==> src/rtl/oas_pkg.sv <==
// ----------------------------------------------------------------------------
// oas_pkg
// Shared types, register indexes and reset values for the obstacle
// avoidance sequencer.
// ----------------------------------------------------------------------------
package oas_pkg;

	localparam int unsigned CNT_W   = 16;
	localparam int unsigned LIM_W   = 15;
	localparam int unsigned IDX_W   = 3;
	localparam int unsigned DATA_W  = 15;
	localparam int unsigned SIDES   = 3;

	typedef enum logic [1:0] {
		MODE_STOP   = 2'd0,
		MODE_ACTION = 2'd1,
		MODE_NORMAL = 2'd2,
		MODE_OTHER  = 2'd3
	} mode_t;

	typedef enum logic [IDX_W-1:0] {
		REG_ENABLE      = 3'd0,
		REG_SIDE_MASK   = 3'd1,
		REG_MODE        = 3'd2,
		REG_DIRECTION   = 3'd3,
		REG_ACTIVE_LVLS = 3'd4,
		REG_STOP_HOLD   = 3'd5,
		REG_ACTION_WAIT = 3'd6
	} reg_idx_t;

	typedef struct packed {
		logic             enable;
		logic [SIDES-1:0] side_mask;
		mode_t            mode;
		logic             direction;
		logic [2*SIDES-1:0] active_levels;
		logic [LIM_W-1:0] stop_hold_ticks;
		logic [LIM_W-1:0] action_wait_ticks;
	} cfg_t;

	typedef struct packed {
		logic             detect_flag;
		logic [CNT_W-1:0] tick_count;
		logic             avoid_in_progress;
	} seq_state_t;

	typedef struct packed {
		logic brake_cmd;
		logic release_cmd;
		logic end_move_cmd;
		logic detecting;
	} result_t;

	localparam logic [LIM_W-1:0] STOP_HOLD_RST   = 15'd20;
	localparam logic [LIM_W-1:0] ACTION_WAIT_RST = 15'd100;

	localparam cfg_t CFG_RST = '{
		enable:            1'b1,
		side_mask:         3'b111,
		mode:              MODE_NORMAL,
		direction:         1'b0,
		active_levels:     6'd0,
		stop_hold_ticks:   STOP_HOLD_RST,
		action_wait_ticks: ACTION_WAIT_RST
	};

	localparam seq_state_t STATE_RST = '{
		detect_flag:       1'b0,
		tick_count:        16'd0,
		avoid_in_progress: 1'b0
	};

endpackage

==> src/rtl/oas_cfg_regs.sv <==
// ----------------------------------------------------------------------------
// oas_cfg_regs
// Configuration register file, one write per cycle, always ready.
// ----------------------------------------------------------------------------
module oas_cfg_regs
	import oas_pkg::*;
(
	input  logic              clk,
	input  logic              arst_n,
	input  logic              wr_en,
	input  logic [IDX_W-1:0]  wr_index,
	input  logic [DATA_W-1:0] wr_data,
	output cfg_t              cfg
);

	cfg_t cfg_q;

	always_ff @(posedge clk or negedge arst_n) begin
		if (!arst_n) begin
			cfg_q <= CFG_RST;
		end else if (wr_en) begin
			case (reg_idx_t'(wr_index))
				REG_ENABLE:      cfg_q.enable            <= wr_data[0];
				REG_SIDE_MASK:   cfg_q.side_mask         <= wr_data[SIDES-1:0];
				REG_MODE:        cfg_q.mode              <= mode_t'(wr_data[1:0]);
				REG_DIRECTION:   cfg_q.direction         <= wr_data[0];
				REG_ACTIVE_LVLS: cfg_q.active_levels     <= wr_data[2*SIDES-1:0];
				REG_STOP_HOLD:   cfg_q.stop_hold_ticks   <= wr_data[LIM_W-1:0];
				REG_ACTION_WAIT: cfg_q.action_wait_ticks <= wr_data[LIM_W-1:0];
				default: ; // drop writes to unused indexes
			endcase
		end
	end

	assign cfg = cfg_q;

endmodule

==> src/rtl/oas_hit.sv <==
// ----------------------------------------------------------------------------
// oas_hit
// Obstacle hit detection: compare raw levels against active levels for
// the selected side, masked by the enabled sensors.
// ----------------------------------------------------------------------------
module oas_hit
	import oas_pkg::*;
(
	input  logic [SIDES-1:0]   front_levels,
	input  logic [SIDES-1:0]   rear_levels,
	input  logic               direction,
	input  logic [SIDES-1:0]   side_mask,
	input  logic [2*SIDES-1:0] active_levels,
	output logic               hit
);

	logic [SIDES-1:0] lv;
	logic [SIDES-1:0] act;

	always_comb begin
		if (direction) begin
			lv  = rear_levels;
			act = active_levels[2*SIDES-1:SIDES];
		end else begin
			lv  = front_levels;
			act = active_levels[SIDES-1:0];
		end
		hit = |(~(lv ^ act) & side_mask);
	end

endmodule

==> src/rtl/oas_step.sv <==
// ----------------------------------------------------------------------------
// oas_step
// Next-state and command logic of the sequencer for one tick.
// ----------------------------------------------------------------------------
module oas_step
	import oas_pkg::*;
(
	input  cfg_t       cfg,
	input  seq_state_t cur,
	input  logic       hit,
	output seq_state_t nxt,
	output result_t    res
);

	logic [CNT_W-1:0] cnt_inc;

	assign cnt_inc = cur.tick_count + CNT_W'(1);

	always_comb begin
		nxt              = cur;
		res.brake_cmd    = 1'b0;
		res.release_cmd  = 1'b0;
		res.end_move_cmd = 1'b0;
		if (cfg.enable) begin
			if (hit && !cur.detect_flag) begin
				nxt.tick_count        = '0;
				nxt.avoid_in_progress = 1'b0;
				nxt.detect_flag       = 1'b1;
				res.brake_cmd         = 1'b1;
			end else if (cur.detect_flag && cfg.mode == MODE_STOP) begin
				nxt.tick_count = cnt_inc;
				if (cnt_inc > {1'b0, cfg.stop_hold_ticks}) begin
					if (!hit) begin
						nxt.tick_count  = {1'b0, cfg.stop_hold_ticks};
						nxt.detect_flag = 1'b0;
						res.release_cmd = 1'b1;
					end else begin
						nxt.tick_count = '0;
					end
				end
			end else if (cur.detect_flag &&
					(cfg.mode == MODE_ACTION || cfg.mode == MODE_NORMAL)) begin
				if (!cur.avoid_in_progress) begin
					nxt.tick_count = cnt_inc;
					if (cnt_inc > {1'b0, cfg.action_wait_ticks}) begin
						nxt.tick_count  = '0;
						nxt.detect_flag = 1'b0;
						if (hit) begin
							nxt.avoid_in_progress = 1'b1;
							res.end_move_cmd      = 1'b1;
						end else begin
							res.release_cmd = 1'b1;
						end
					end
				end
			end else if (cur.detect_flag) begin
				nxt.detect_flag = 1'b0;
				res.release_cmd = 1'b1;
			end
		end
		res.detecting = nxt.detect_flag;
	end

endmodule

==> src/rtl/obstacle_avoidance_sequencer_unit.sv <==
// ----------------------------------------------------------------------------
// obstacle_avoidance_sequencer_unit
// Path: an accepted word is registered in the input stage, then moves
// into the result register, which drives out_valid and the commands.
// Throughput: one tick word per cycle unless out_ready stalls the result stage.
// Reset: configuration returns to its defaults, detection state and all
// valid flags clear; the first word may be taken right after reset.
// ----------------------------------------------------------------------------
module obstacle_avoidance_sequencer_unit
	import oas_pkg::*;
(
	input  logic              clk,
	input  logic              arst_n,
	// tick input channel
	input  logic              in_valid,
	output logic              in_ready,
	input  logic [SIDES-1:0]  front_levels,
	input  logic [SIDES-1:0]  rear_levels,
	// result channel
	output logic              out_valid,
	input  logic              out_ready,
	output logic              brake_cmd,
	output logic              release_cmd,
	output logic              end_move_cmd,
	output logic              detecting,
	// configuration write channel
	input  logic              cfg_valid,
	output logic              cfg_ready,
	input  logic [IDX_W-1:0]  cfg_index,
	input  logic [DATA_W-1:0] cfg_data
);

	cfg_t             cfg;
	seq_state_t       state_q;
	seq_state_t       state_nxt;
	result_t          res_nxt;
	result_t          res_q;
	logic             hit;

	// input stage
	logic             valid_s1;
	logic [SIDES-1:0] front_s1;
	logic [SIDES-1:0] rear_s1;

	logic             out_valid_q;
	logic             advance;

	// Always writable; config must be changed only while idle (unenforced).
	assign cfg_ready = 1'b1;

	oas_cfg_regs u_cfg (
		.clk      (clk),
		.arst_n   (arst_n),
		.wr_en    (cfg_valid && cfg_ready),
		.wr_index (cfg_index),
		.wr_data  (cfg_data),
		.cfg      (cfg)
	);

	// Move the input word into the result register when the result slot is
	// free or being drained this cycle. The state advances on the same edge,
	// so consecutive words see each other's updates in order.
	assign advance  = valid_s1 && (!out_valid_q || out_ready);
	assign in_ready = !valid_s1 || advance;

	always_ff @(posedge clk or negedge arst_n) begin
		if (!arst_n) begin
			valid_s1 <= 1'b0;
		end else if (in_valid && in_ready) begin
			valid_s1 <= 1'b1;
		end else if (advance) begin
			valid_s1 <= 1'b0;
		end
	end

	// payload of the input stage: no reset needed
	always_ff @(posedge clk) begin
		if (in_valid && in_ready) begin
			front_s1 <= front_levels;
			rear_s1  <= rear_levels;
		end
	end

	oas_hit u_hit (
		.front_levels  (front_s1),
		.rear_levels   (rear_s1),
		.direction     (cfg.direction),
		.side_mask     (cfg.side_mask),
		.active_levels (cfg.active_levels),
		.hit           (hit)
	);

	oas_step u_step (
		.cfg (cfg),
		.cur (state_q),
		.hit (hit),
		.nxt (state_nxt),
		.res (res_nxt)
	);

	// Sequencer state: commit only when the word is handed to the result
	// register, so a stalled output never double-counts a tick.
	always_ff @(posedge clk or negedge arst_n) begin
		if (!arst_n) begin
			state_q <= STATE_RST;
		end else if (advance) begin
			state_q <= state_nxt;
		end
	end

	// Result register: hold while the consumer stalls.
	always_ff @(posedge clk or negedge arst_n) begin
		if (!arst_n) begin
			out_valid_q <= 1'b0;
		end else if (advance) begin
			out_valid_q <= 1'b1;
		end else if (out_ready) begin
			out_valid_q <= 1'b0;
		end
	end

	always_ff @(posedge clk) begin
		if (advance) begin
			res_q <= res_nxt;
		end
	end

	assign out_valid    = out_valid_q;
	assign brake_cmd    = res_q.brake_cmd;
	assign release_cmd  = res_q.release_cmd;
	assign end_move_cmd = res_q.end_move_cmd;
	assign detecting    = res_q.detecting;

	// A brake always starts detection.
	a_brake_detects: assert property (@(posedge clk) disable iff (!arst_n)
		out_valid && brake_cmd |-> detecting)
		else $error("brake without detecting");

	// Release or end of move always ends detection.
	a_done_clears: assert property (@(posedge clk) disable iff (!arst_n)
		out_valid && (release_cmd || end_move_cmd) |-> !detecting)
		else $error("release or end move while still detecting");

	// An abandoned move is only flagged once detection has ended.
	a_avoid_not_detect: assert property (@(posedge clk) disable iff (!arst_n)
		state_q.avoid_in_progress |-> !state_q.detect_flag)
		else $error("avoid in progress while detecting");

	// State only changes when a word passes into the result register.
	a_state_on_advance: assert property (@(posedge clk) disable iff (!arst_n)
		!advance |=> $stable(state_q))
		else $error("sequencer state changed without a word");

endmodule

==> config.mk <==
export PLATFORM = sky130hd
export DESIGN_NAME = obstacle_avoidance_sequencer_unit
export DESIGN_NICKNAME = d
export VERILOG_FILES = /design/src/rtl/oas_pkg.sv /design/src/rtl/oas_cfg_regs.sv /design/src/rtl/oas_hit.sv /design/src/rtl/oas_step.sv /design/src/rtl/obstacle_avoidance_sequencer_unit.sv
export SDC_FILE = /design/constraint.sdc
export NUM_CORES = 1
export LEC_CHECK = 0
export BUFFER_PORTS_ARGS = -buffer_cell sky130_fd_sc_hd__buf_2
export CAP_MARGIN = 20
export CORE_MARGIN = 1.5
export CORE_UTILIZATION = 55
export CTS_BUF_LIST = sky130_fd_sc_hd__clkbuf_4 sky130_fd_sc_hd__clkbuf_8
export DETAILED_ROUTE_END_ITERATION = 10
export PLACE_DENSITY = 0.81
export SETUP_SLACK_MARGIN = 0.15
export SLEW_MARGIN = 20
export SYNTH_ARGS = -nofsm -noshare
export SYNTH_HDL_FRONTEND = slang
export SYNTH_HIERARCHICAL = 1
export SYNTH_SLANG_ARGS = --single-unit
export TNS_END_PERCENT = 20
==> constraint.sdc <==
create_clock -name clk -period 5.83 [get_ports clk]
set_input_delay 0.583 -clock clk [delete_from_list [all_inputs] [get_ports clk]]
set_output_delay 0.583 -clock clk [all_outputs]
set_load 0.05 [all_outputs]
==> results of run 1 <==
-- worst max-delay path: cells and delay by family, from the launching register on --
kind	cells	cell delay [ns]
compound gates	6	1.47
xor+xnor	1	0.39
fa+ha+maj	1	0.34
flops	1	0.49
mux	2	0.66
simple gates	5	1.02
-- per-layer routing --
| layer | vias up | global-route usage, % | routed length [microns] |
|---|---|---|---|
| met5 | - | 0 | 0 |
| met4 | 0 | 9.93 | 241 |
| met3 | 26 | 4.98 | 724 |
| met2 | 149 | 38.6 | 4680 |
| met1 | 1715 | 34.0 | 4670 |
| li1 | 1669 | - | - |
-- Yosys cell counts, types with 2 or more instances --
library cell / number
dfrtp_1: 53
mux2_2: 53
inv_1: 41
ha_1: 32
nand2_1: 31
nor2_1: 20
a21oi_1: 15
o21ai_0: 13
nand3_1: 12
xnor2_1: 12
dfstp_2: 10
edfxtp_1: 10
mux2_4: 9
a221oi_1: 7
xor2_1: 7
and3_1: 6
clkbuf_1: 6
nand4_1: 6
o21ai_1: 6
a21o_2: 5
a22oi_1: 5
buf_2: 5
a22o_1: 4
buf_6: 4
a211oi_1: 3
a21o_1: 3
a221o_2: 3
and2_1: 3
and4_1: 3
and4bb_2: 3
nand3b_1: 3
nor2b_1: 3
nor3_1: 3
nor4_1: 3
a221o_1: 2
a41oi_1: 2
buf_4: 2
nand4b_2: 2
o211ai_1: 2
or2b_1: 2
-- power by group --
part	internal, uW	switching (uW)	total (uW)
sequential	644	129	773
combinational	387	509	895
clock	162	215	377
-- registers in the layout (all words and copies together) (netlist names) --
name / cells
detecting: 1
state_q: 18
u_cfg/cfg: 43
release_cmd: 1
end_move_cmd: 1
out_valid: 1
valid_s1: 1
rear_s1: 3
front_s1: 3
brake_cmd: 1
-- metrics by stage --
step                      instance area, sq um  util (%)  power, uW
after floorplan                           4730         -       1450
after global placement                    4920      59.6       1610
after detailed placement                  4920      59.6       1650
after CTS                                 5100      61.8       2030
after global routing                      5100      61.8       2190
final                                     5100      61.8       2050
-- cells by family after synthesis --
| family | count (synthesis) |
|---|---|
| AND/OR/NAND/NOR | 111 |
| other | 1 |
| adder cells (fa/ha/maj) | 32 |
| multiplexers | 63 |
| buffers and inverters | 59 |
| AO/OA/AOI/OAI | 85 |
| flip-flops | 73 |
| XOR/XNOR | 19 |
-- final timing paths --
check	startpoint	to	slack, ns
setup / recovery	state_q[4]	state_q[2]	1.36
hold / removal	rear_levels[0]	rear_s1[0]	0.39
setup reg to reg	state_q[4]	state_q[2]	1.36
hold reg to reg	u_cfg/cfg[9]	u_cfg/cfg[9]	0.51
max in group asynchronous	arst_n	u_cfg/cfg[28]	4.90
min in group asynchronous	arst_n	state_q[7]	0.40
-- final cells by class --
type	instances	area [sq um]	share of cell area, %
Multi-Input combinational cell	311	2560	50.2
Sequential cell	73	1890	37.0
Timing Repair Buffer	36	185	3.63
Inverter	41	154	3.01
Tap cell	105	131	2.57
Clock buffer	9	124	2.43
Clock inverter	7	60.1	1.18
==> results_dict.tcl, run 1 <==
set metrics [dict create \
    synthToLayoutAreaGrowth_pct 7.88 \
    synth_ff_type "dfrtp_1" \
    track_usage_pct 24.8 \
    grt_max_degree 64 \
    core.rowCount 33 \
    critPathLaunchType "flip-flop" \
    fillCellCount 683 \
    cts_max_level 3 \
    slew_headroom_pct 44.4 \
    cts_resized 0 \
    numCtsBuffers 9 \
    wl_per_cell_microns 17.7 \
    yosys.area_share.simple_pct 13.5 \
    clockRootBuffer "clkbuf_8" \
    slew_viol_final 0 \
    synth_area_leaders "dfrtp_1 28%, mux2_2 13%, ha_1 8.5%" \
    drive_above_1_share_pct 30.2 \
    setup_viol 0 \
    dp_hpwl_microns 7520 \
    grt_antenna_before_repair 0 \
    synth.top_cell.area_share_pct 28.0 \
    synth_edf_count 10 \
    cp.arrival_ns 4.71 \
    r2r_cells 15 \
    max_stage_delay_ns 0.49 \
    diodes 0 \
    nNetsFinal 533 \
    synthXorXnorAreaFrac_pct 3.52 \
    synth_nets 504 \
    whs_path_depth 1 \
    synth_compound_area_share_pct 12.9 \
    outcome "finished, final reports clean" \
    yosysSeqAreaShare_pct 39.9 \
    die_y_microns 95.8 \
    crit_path_end_kind "flip-flop" \
    clk_pin_slew_ns 0.09 \
    tightest_slew_ns 0.829 \
    fin_crit_ns 4.47 \
    yosys_warnings 6 \
    power_density_nw_per_um2 401 \
    cts_tree "built" \
    postCtsHoldBufs 0 \
    synth_top_family_by_area "multiplexers" \
    clk_latency_ns 0.36 \
    period_share_pct 76.7 \
    gp_congestion 0.964 \
    fmax_ghz 0.224 \
    avgSynthCellArea_sq_um 10.7 \
    worst_path_max_delay_cell "dfrtp_1" \
    clock_path_buffers 2 \
    synth_seq_cells 73 \
    final_cell_mix "53 x mux2_2, 53 x dfrtp_1, 41 x inv_1, 34 x buf_2, 32 x ha_1" \
    critical_path_class "reg -> reg" \
    fin_hold_ws_ns 0.387 \
    pin_count 36 \
    drt-vias-per-instance 6.12 \
    start_util_pct 57.3 \
    synth_top_area_cell "dfrtp_1" \
    tns_ns 0 \
    dpl.cell_count 566 \
    dieArea_sq_um 9170 \
    hp-class "in -> reg" \
    drc_errors 0 \
    rsz0062_at_grt "false" \
    syn_inst 443 \
    crit_chain "nand4_1 -> or2_4 -> nor2_1 -> and3_1 -> xor2_1 -> ha_1 -> a21oi_1 -> nor2_1 -> a2111oi_0 -> o311a_1 -> o21ba_2 -> mux2_2 -> a22oi_1 -> o21ai_1 -> mux2_2" \
    async_flop_share_pct 86.3 \
    antenna_left 0 \
    clock_skew_ns 0.0136 \
    grt-ovfl-total 0 \
    hold_viol_final 0 \
    power_leakage_uw 0.00240 \
    synthMuxAreaShare_pct 15.7 \
    core-area_sq_um 8260 \
    dr.pass1.iters 6 \
    instances_no_fill 582 \
    drv_cap 0 \
    grt_pass1_vias 3530 \
    cts_setup_buffers 0 \
    yosysUniqueCellTypes 69 \
    via_count 3559 \
    first_iter_violations 408 \
    routed_wirelength_microns 10300 \
    die_x_microns 95.8 \
    cts_sinks 73 \
    ir_drop_mv 0.222 \
    worst_slack_ns 1.36 \
    place_ws_ns 1.54 \
    worst_ep_required_time_ns 6.07 \
    grt_first_pass_wirelength_microns 17200 \
    synth_fa_ha_area_share_pct 8.46 \
    netlist_area_sq_um 4730 \
    port_buffers 34 \
    crit_path_max_fanout 17 \
]
Note: power is estimated with default switching activity, not from simulation.
==> run 2, diff against run 1 <==
Settings changed: ABC_AREA set to 1, PLACE_DENSITY 0.81 to 0.83.
Clock period 5.83 ns to 4.1 ns, I/O delays scaled along.
==> results_dict.tcl, run 2 <==
set metrics [dict create \
    synth_fa_ha_area_share_pct 7.42 \
    first_iter_violations 302 \
    slew_viol_final 0 \
    power_leakage_uw 0.00305 \
    cts_tree "built" \
    start_util_pct 57.6 \
    cts_max_level 3 \
    crit_path_max_fanout 16 \
    antenna_left 0 \
    clock_path_buffers 2 \
    critPathLaunch "state_q[1]" \
    drt-vias-per-instance 5.35 \
    async_flop_share_pct 86.3 \
    synth_top_family_by_area "simple AND/OR/NAND/NOR gates" \
    drc_errors 0 \
    drv_cap 0 \
    setup_viol 0 \
    tightest_slew_ns 0.919 \
    nNetsFinal 864 \
    grt_antenna_before_repair 0 \
    postCtsHoldBufs 0 \
    die_y_microns 102 \
    synth_compound_area_share_pct 6.75 \
    clk_latency_ns 0.36 \
    synth_seq_cells 73 \
    die_x_microns 102 \
    netlist_area_sq_um 5390 \
    port_buffers 34 \
    hp-class "in -> async" \
    synthXorXnorAreaFrac_pct 0.487 \
    rr_startpoint "state_q[1]" \
    dieArea_sq_um 10400 \
    fillCellCount 879 \
    clk_pin_slew_ns 0.10 \
    worst_slack_ns 0.507 \
    layout_commonest_cell "nand2_1" \
    rsz0062_at_grt "false" \
    power.total_uw 3040 \
    syn_inst 781 \
    ir_drop_mv 0.273 \
    track_usage_pct 27.5 \
    cp.arrival_ns 3.89 \
    diodes 0 \
    wl_per_cell_microns 13.9 \
    outcome "finished, final reports clean" \
    synth.most_common_cell "nand2_1" \
    core.rowCount 35 \
    power_density_nw_per_um2 531 \
    routed_wirelength_microns 13100 \
    grt_max_degree 42 \
    post-route-util_pct 61.0 \
    cts_sinks 73 \
    synth.top_cell.area_share_pct 24.6 \
    hold_viol_final 0 \
    worst_ep_required_time_ns 4.40 \
    multiInputGateArea_sq_um 2930 \
    synth_area_leaders "dfrtp_1 25%, nand2_1 23%, ha_1 7.4%" \
    numCtsBuffers 9 \
    critical_path_class "reg -> reg" \
    crit_path_end_kind "flip-flop" \
    clockRootBuffer "clkbuf_8" \
    critPathLaunchType "flip-flop" \
    yosysSeqAreaShare_pct 35.0 \
    synth_edf_count 10 \
    synthMuxAreaShare_pct 0 \
    final_cell_mix "326 x nand2_1, 90 x inv_1, 55 x a21oi_1, 54 x nand3_1, 53 x dfrtp_1" \
    dp_hpwl_microns 9600 \
    grt_pass1_vias 4811 \
    drive_above_1_share_pct 14.2 \
    tns_ns 0 \
    synth_top_area_cell "dfrtp_1" \
    yosysUniqueCellTypes 37 \
    pin_count 36 \
    period_share_pct 87.6 \
    cts_resized 0 \
    gp_congestion 0.914 \
    fin_crit_ns 3.59 \
    fmax_ghz 0.278 \
    synth_commonest_cells "326 x nand2_1, 90 x inv_1, 55 x a21oi_1" \
    grt_first_pass_wirelength_microns 22500 \
    place_ws_ns 0.610 \
    yosys_warnings 6 \
    core-area_sq_um 9370 \
    register_area_sq_um 1890 \
    dr.pass1.iters 6 \
    slew_headroom_pct 38.7 \
    yosys.area_share.simple_pct 39.5 \
    cts_setup_buffers 0 \
    synth_ff_type "dfrtp_1" \
    grt-ovfl-total 0 \
    synthToLayoutAreaGrowth_pct 6.03 \
    clock_skew_ns 0.0177 \
    largest_reg_flops 43 \
    avgSynthCellArea_sq_um 6.91 \
    via_count 5017 \
    synth_nets 842 \
]
run 2: power by group:
| part | switching [uW] | internal (uW) | total, uW |
|---|---|---|---|
| sequential | 191 | 898 | 1090 |
| combinational | 930 | 460 | 1390 |
| clock | 316 | 245 | 561 |
| total | 1440 | 1600 | 3040 |
run 2: worst paths after layout:
kind	endpoint	slack [ns]	cells after the start
worst max-delay path	state_q[17]	0.51	23
worst min-delay path	state_q[6]	0.02	1
worst max register to register	state_q[17]	0.51	23
worst min register to register	u_cfg/cfg[38]	0.47	2
max in group asynchronous	u_cfg/cfg[6]	3.16	2
min in group clk	rear_s1[2]	0.22	1
run 2: area by class of cell:
cell class / instances / share of cell area, %
Sequential cell: 73 / 33.0
Clock inverter: 6 / 0.875
Inverter: 97 / 6.45
Tap cell: 129 / 2.82
Timing Repair Buffer: 36 / 3.24
Multi-Input combinational cell: 586 / 51.2
Clock buffer: 10 / 2.41
run 2: critical path: stages, from the launching register on:
cell and delay [ns]:
dfrtp_1 0.54, ha_1 0.23, nand2_1 0.10, inv_1 0.11
nand2_1 0.09, nor2_1 0.22, nand3_1 0.10, nand2_1 0.07
nand2_1 0.06, inv_1 0.12, ha_1 0.27, nand3_1 0.09
nand2_1 0.06, nand2_1 0.06, nand2_1 0.06, nor2_1 0.09
nand2_1 0.06, nand2_1 0.44, nand2_1 0.23, nand2_1 0.11
nand2_1 0.05, a21oi_1 0.18, nand3_1 0.09, nand2_1 0.10
run 2: layer usage:
metal | vias up | global-route usage (%) | routed length, microns
met2 | 180 | 43.7 | 5930
met4 | 0 | 10.2 | 325
met5 | - | 0 | 0
li1 | 2491 | - | -
met1 | 2310 | 38.0 | 6030
met3 | 36 | 4.24 | 771
run 2: cell families (layout without fill, tap and decap cells):
kind of cell | Yosys count | after routing
AND/OR/NAND/NOR | 482 | 482
XOR/XNOR | 3 | 3
adder cells (fa/ha/maj) | 32 | 32
buffers and inverters | 122 | 149
AO/OA/AOI/OAI | 68 | 68
other | 1 | 1
flip-flops | 73 | 73
run 2: per-stage QoR:
step,std cells,hold WS (ns),cell area (sq um)
after floorplan,781,0.114,5390
final,937,0.0155,5720
after global placement,921,0.422,5530
after detailed placement,921,0.424,5530
after CTS,937,0.0346,5720
after global routing,937,0.0511,5720
==> run 3, diff against run 2 <==
Settings changed: CELL_PAD_IN_SITES_DETAIL_PLACEMENT set to 1, CELL_PAD_IN_SITES_GLOBAL_PLACEMENT set to 2, CORE_UTILIZATION 55 to 32, PLACE_DENSITY 0.83 to 0.85.
==> results_dict.tcl, run 3 (synthesis gave the netlist of run 2 again) <==
set metrics [dict create \
    crit_chain "ha_1 -> nand2_1 -> inv_1 -> nand2_1 -> nor2_1 -> nand2_1 -> nand2_1 -> inv_1 -> ha_1 -> nand4_1 -> nor2_1 -> nand2_1 -> nand3_4 -> nand2_4 -> nor2_8 -> nand2_1 -> nand2_1 -> nand2_1 -> nand2_1 -> nand3_2 -> nand2_1" \
    r2r_cells 21 \
    worstHoldEndpoint "rear_s1[1]" \
    clk_latency_ns 0.37 \
    slew_headroom_pct 35.0 \
    drt-vias-per-instance 4.65 \
    power_leakage_uw 0.00309 \
    cts_tree "built" \
    setup_viol 0 \
    die_x_microns 133 \
    hp-class "in -> reg" \
    critPathLaunchType "flip-flop" \
    cp.arrival_ns 3.85 \
    fmax_ghz 0.283 \
    register_area_sq_um 1890 \
    critPathBufInv 2 \
    multiInputGateArea_sq_um 2930 \
    dr.pass1.iters 4 \
    clockRootBuffer "clkbuf_8" \
    drive_above_1_share_pct 14.5 \
    place_ws_ns 0.486 \
    grt_pass1_vias 4964 \
    layout_commonest_cell "nand2_1" \
    worst_ep_required_time_ns 4.42 \
    crit_top_cell "nand2_1" \
    ir_drop_mv 0.180 \
    crit_path_max_fanout 16 \
    dieArea_sq_um 17600 \
    worst_slack_ns 0.568 \
    antenna_left 0 \
    worst_path_max_delay_cell "dfrtp_1" \
    start_util_pct 32.6 \
    fillCellCount 2149 \
    fin_hold_ws_ns 0.205 \
    period_share_pct 86.1 \
    die_y_microns 133 \
    instances_no_fill 1031 \
    worstReg2RegEnd "state_q[3]" \
    fin_crit_ns 3.53 \
    outcome "finished, final reports clean" \
    critPathTopFamily "simple AND/OR/NAND/NOR gates" \
    pin_count 36 \
    wl_per_cell_microns 14.8 \
    synthToLayoutAreaGrowth_pct 9.30 \
    track_usage_pct 18.6 \
    r2r_setup_slack_ns 0.57 \
    grt_max_degree 46 \
    hp-start "rear_levels[1]" \
    first_iter_violations 184 \
    core.rowCount 47 \
    rr_startpoint "state_q[1]" \
    port_buffers 34 \
    post-route-util_pct 35.7 \
    rsz0062_at_grt "false" \
    dpl.cell_count 1014 \
    power_density_nw_per_um2 538 \
    crit_path_end_kind "flip-flop" \
    core-area_sq_um 16500 \
    max_stage_delay_ns 0.52 \
    whs_path_depth 1 \
    grt-ovfl-total 0 \
    cts_sinks 73 \
    drv_cap 0 \
    cts_max_level 3 \
    critPathLaunch "state_q[1]" \
    drc_errors 0 \
    final_cell_mix "325 x nand2_1, 90 x inv_1, 55 x a21oi_1, 54 x nand3_1, 53 x dfrtp_1" \
    grt_first_pass_wirelength_microns 26000 \
    numCtsBuffers 9 \
    grt_antenna_before_repair 0 \
    dp_hpwl_microns 11300 \
    tightest_slew_ns 0.975 \
    clock_path_buffers 2 \
    clk_pin_slew_ns 0.08 \
    slew_viol_final 0 \
    via_count 4796 \
    clock_skew_ns 0.00545 \
    critical_path_class "reg -> reg" \
    largest_reg_flops 43 \
    hold_viol_final 0 \
    nNetsFinal 867 \
    gp_congestion 0.822 \
    tns_ns 0 \
    routed_wirelength_microns 15200 \
    diodes 0 \
]
[run 3: cell count changes in the layout (fill, tap and decap cells not counted), sizes merged]
| cell | before | now |
|---|---|---|
| dlygate4sd3 | 0 | 1 |
| clkinvlp | 1 | 0 |
| inv | 98 | 96 |
| buf | 36 | 38 |
| clkinv | 4 | 5 |
| bufinv | 0 | 2 |
[run 3: cell type report]
type	count	area share, %
multi-input combinational	586	49.7
sequential	73	32.0
inverter	97	6.26
tap	220	4.67
timing repair buffer	39	3.57
clock buffer	10	2.23
clock inverter	6	1.55
[run 3: how the worst max path moves through the flow]
| stage | end | cells after the start |
|---|---|---|
| after floorplan | state_q[10] | 24 |
| after global placement | state_q[17] | 23 |
| after detailed placement | state_q[17] | 23 |
| after CTS | state_q[17] | 23 |
| after global routing | state_q[3] | 22 |
| final | state_q[3] | 21 |
[run 3: worst register-to-register path: stages, from the launching register on]
cell and delay, ns:
dfrtp_1 0.52, ha_1 0.23, nand2_1 0.08, inv_1 0.11
nand2_1 0.10, nor2_1 0.22, nand2_1 0.10, nand2_1 0.11
inv_1 0.09, ha_1 0.30, nand4_1 0.12, nor2_1 0.26
nand2_1 0.15, nand3_4 0.10, nand2_4 0.15, nor2_8 0.27
nand2_1 0.08, nand2_1 0.11, nand2_1 0.09, nand2_1 0.10
nand3_2 0.07, nand2_1 0.10
[run 3: power by group]
part	total (uW)	internal [uW]	switching, uW	leakage [uW]
clock network	664	353	311	0.000114
logic	1420	466	951	0.00209
registers	1090	898	194	0.000883
total	3170	1720	1460	0.00309
[run 3: stage by stage]
step | area [sq um] | total power [uW]
after global routing | 5900 | 3480
after CTS | 5890 | 3220
after floorplan | 5390 | 2170
after detailed placement | 5660 | 2530
final | 5900 | 3170
after global placement | 5660 | 2490
[run 3: routing by layer]
metal  global-route usage [%]  wire (microns)  up-vias
met5                        0               0        -
met4                     5.37             195        0
met3                     2.95             397       11
met2                     29.6            6760       54
met1                     26.1            7860     2245
li1                         -               -     2486
[run 3: timing repair]
action                                  in CTS  in global routing
hold buffers                                 1                  0
endpoints found under the setup margin       0                 14
endpoints found under the hold margin        8                  0
buffers inserted                             0                  0
gates resized for setup                      0                  1
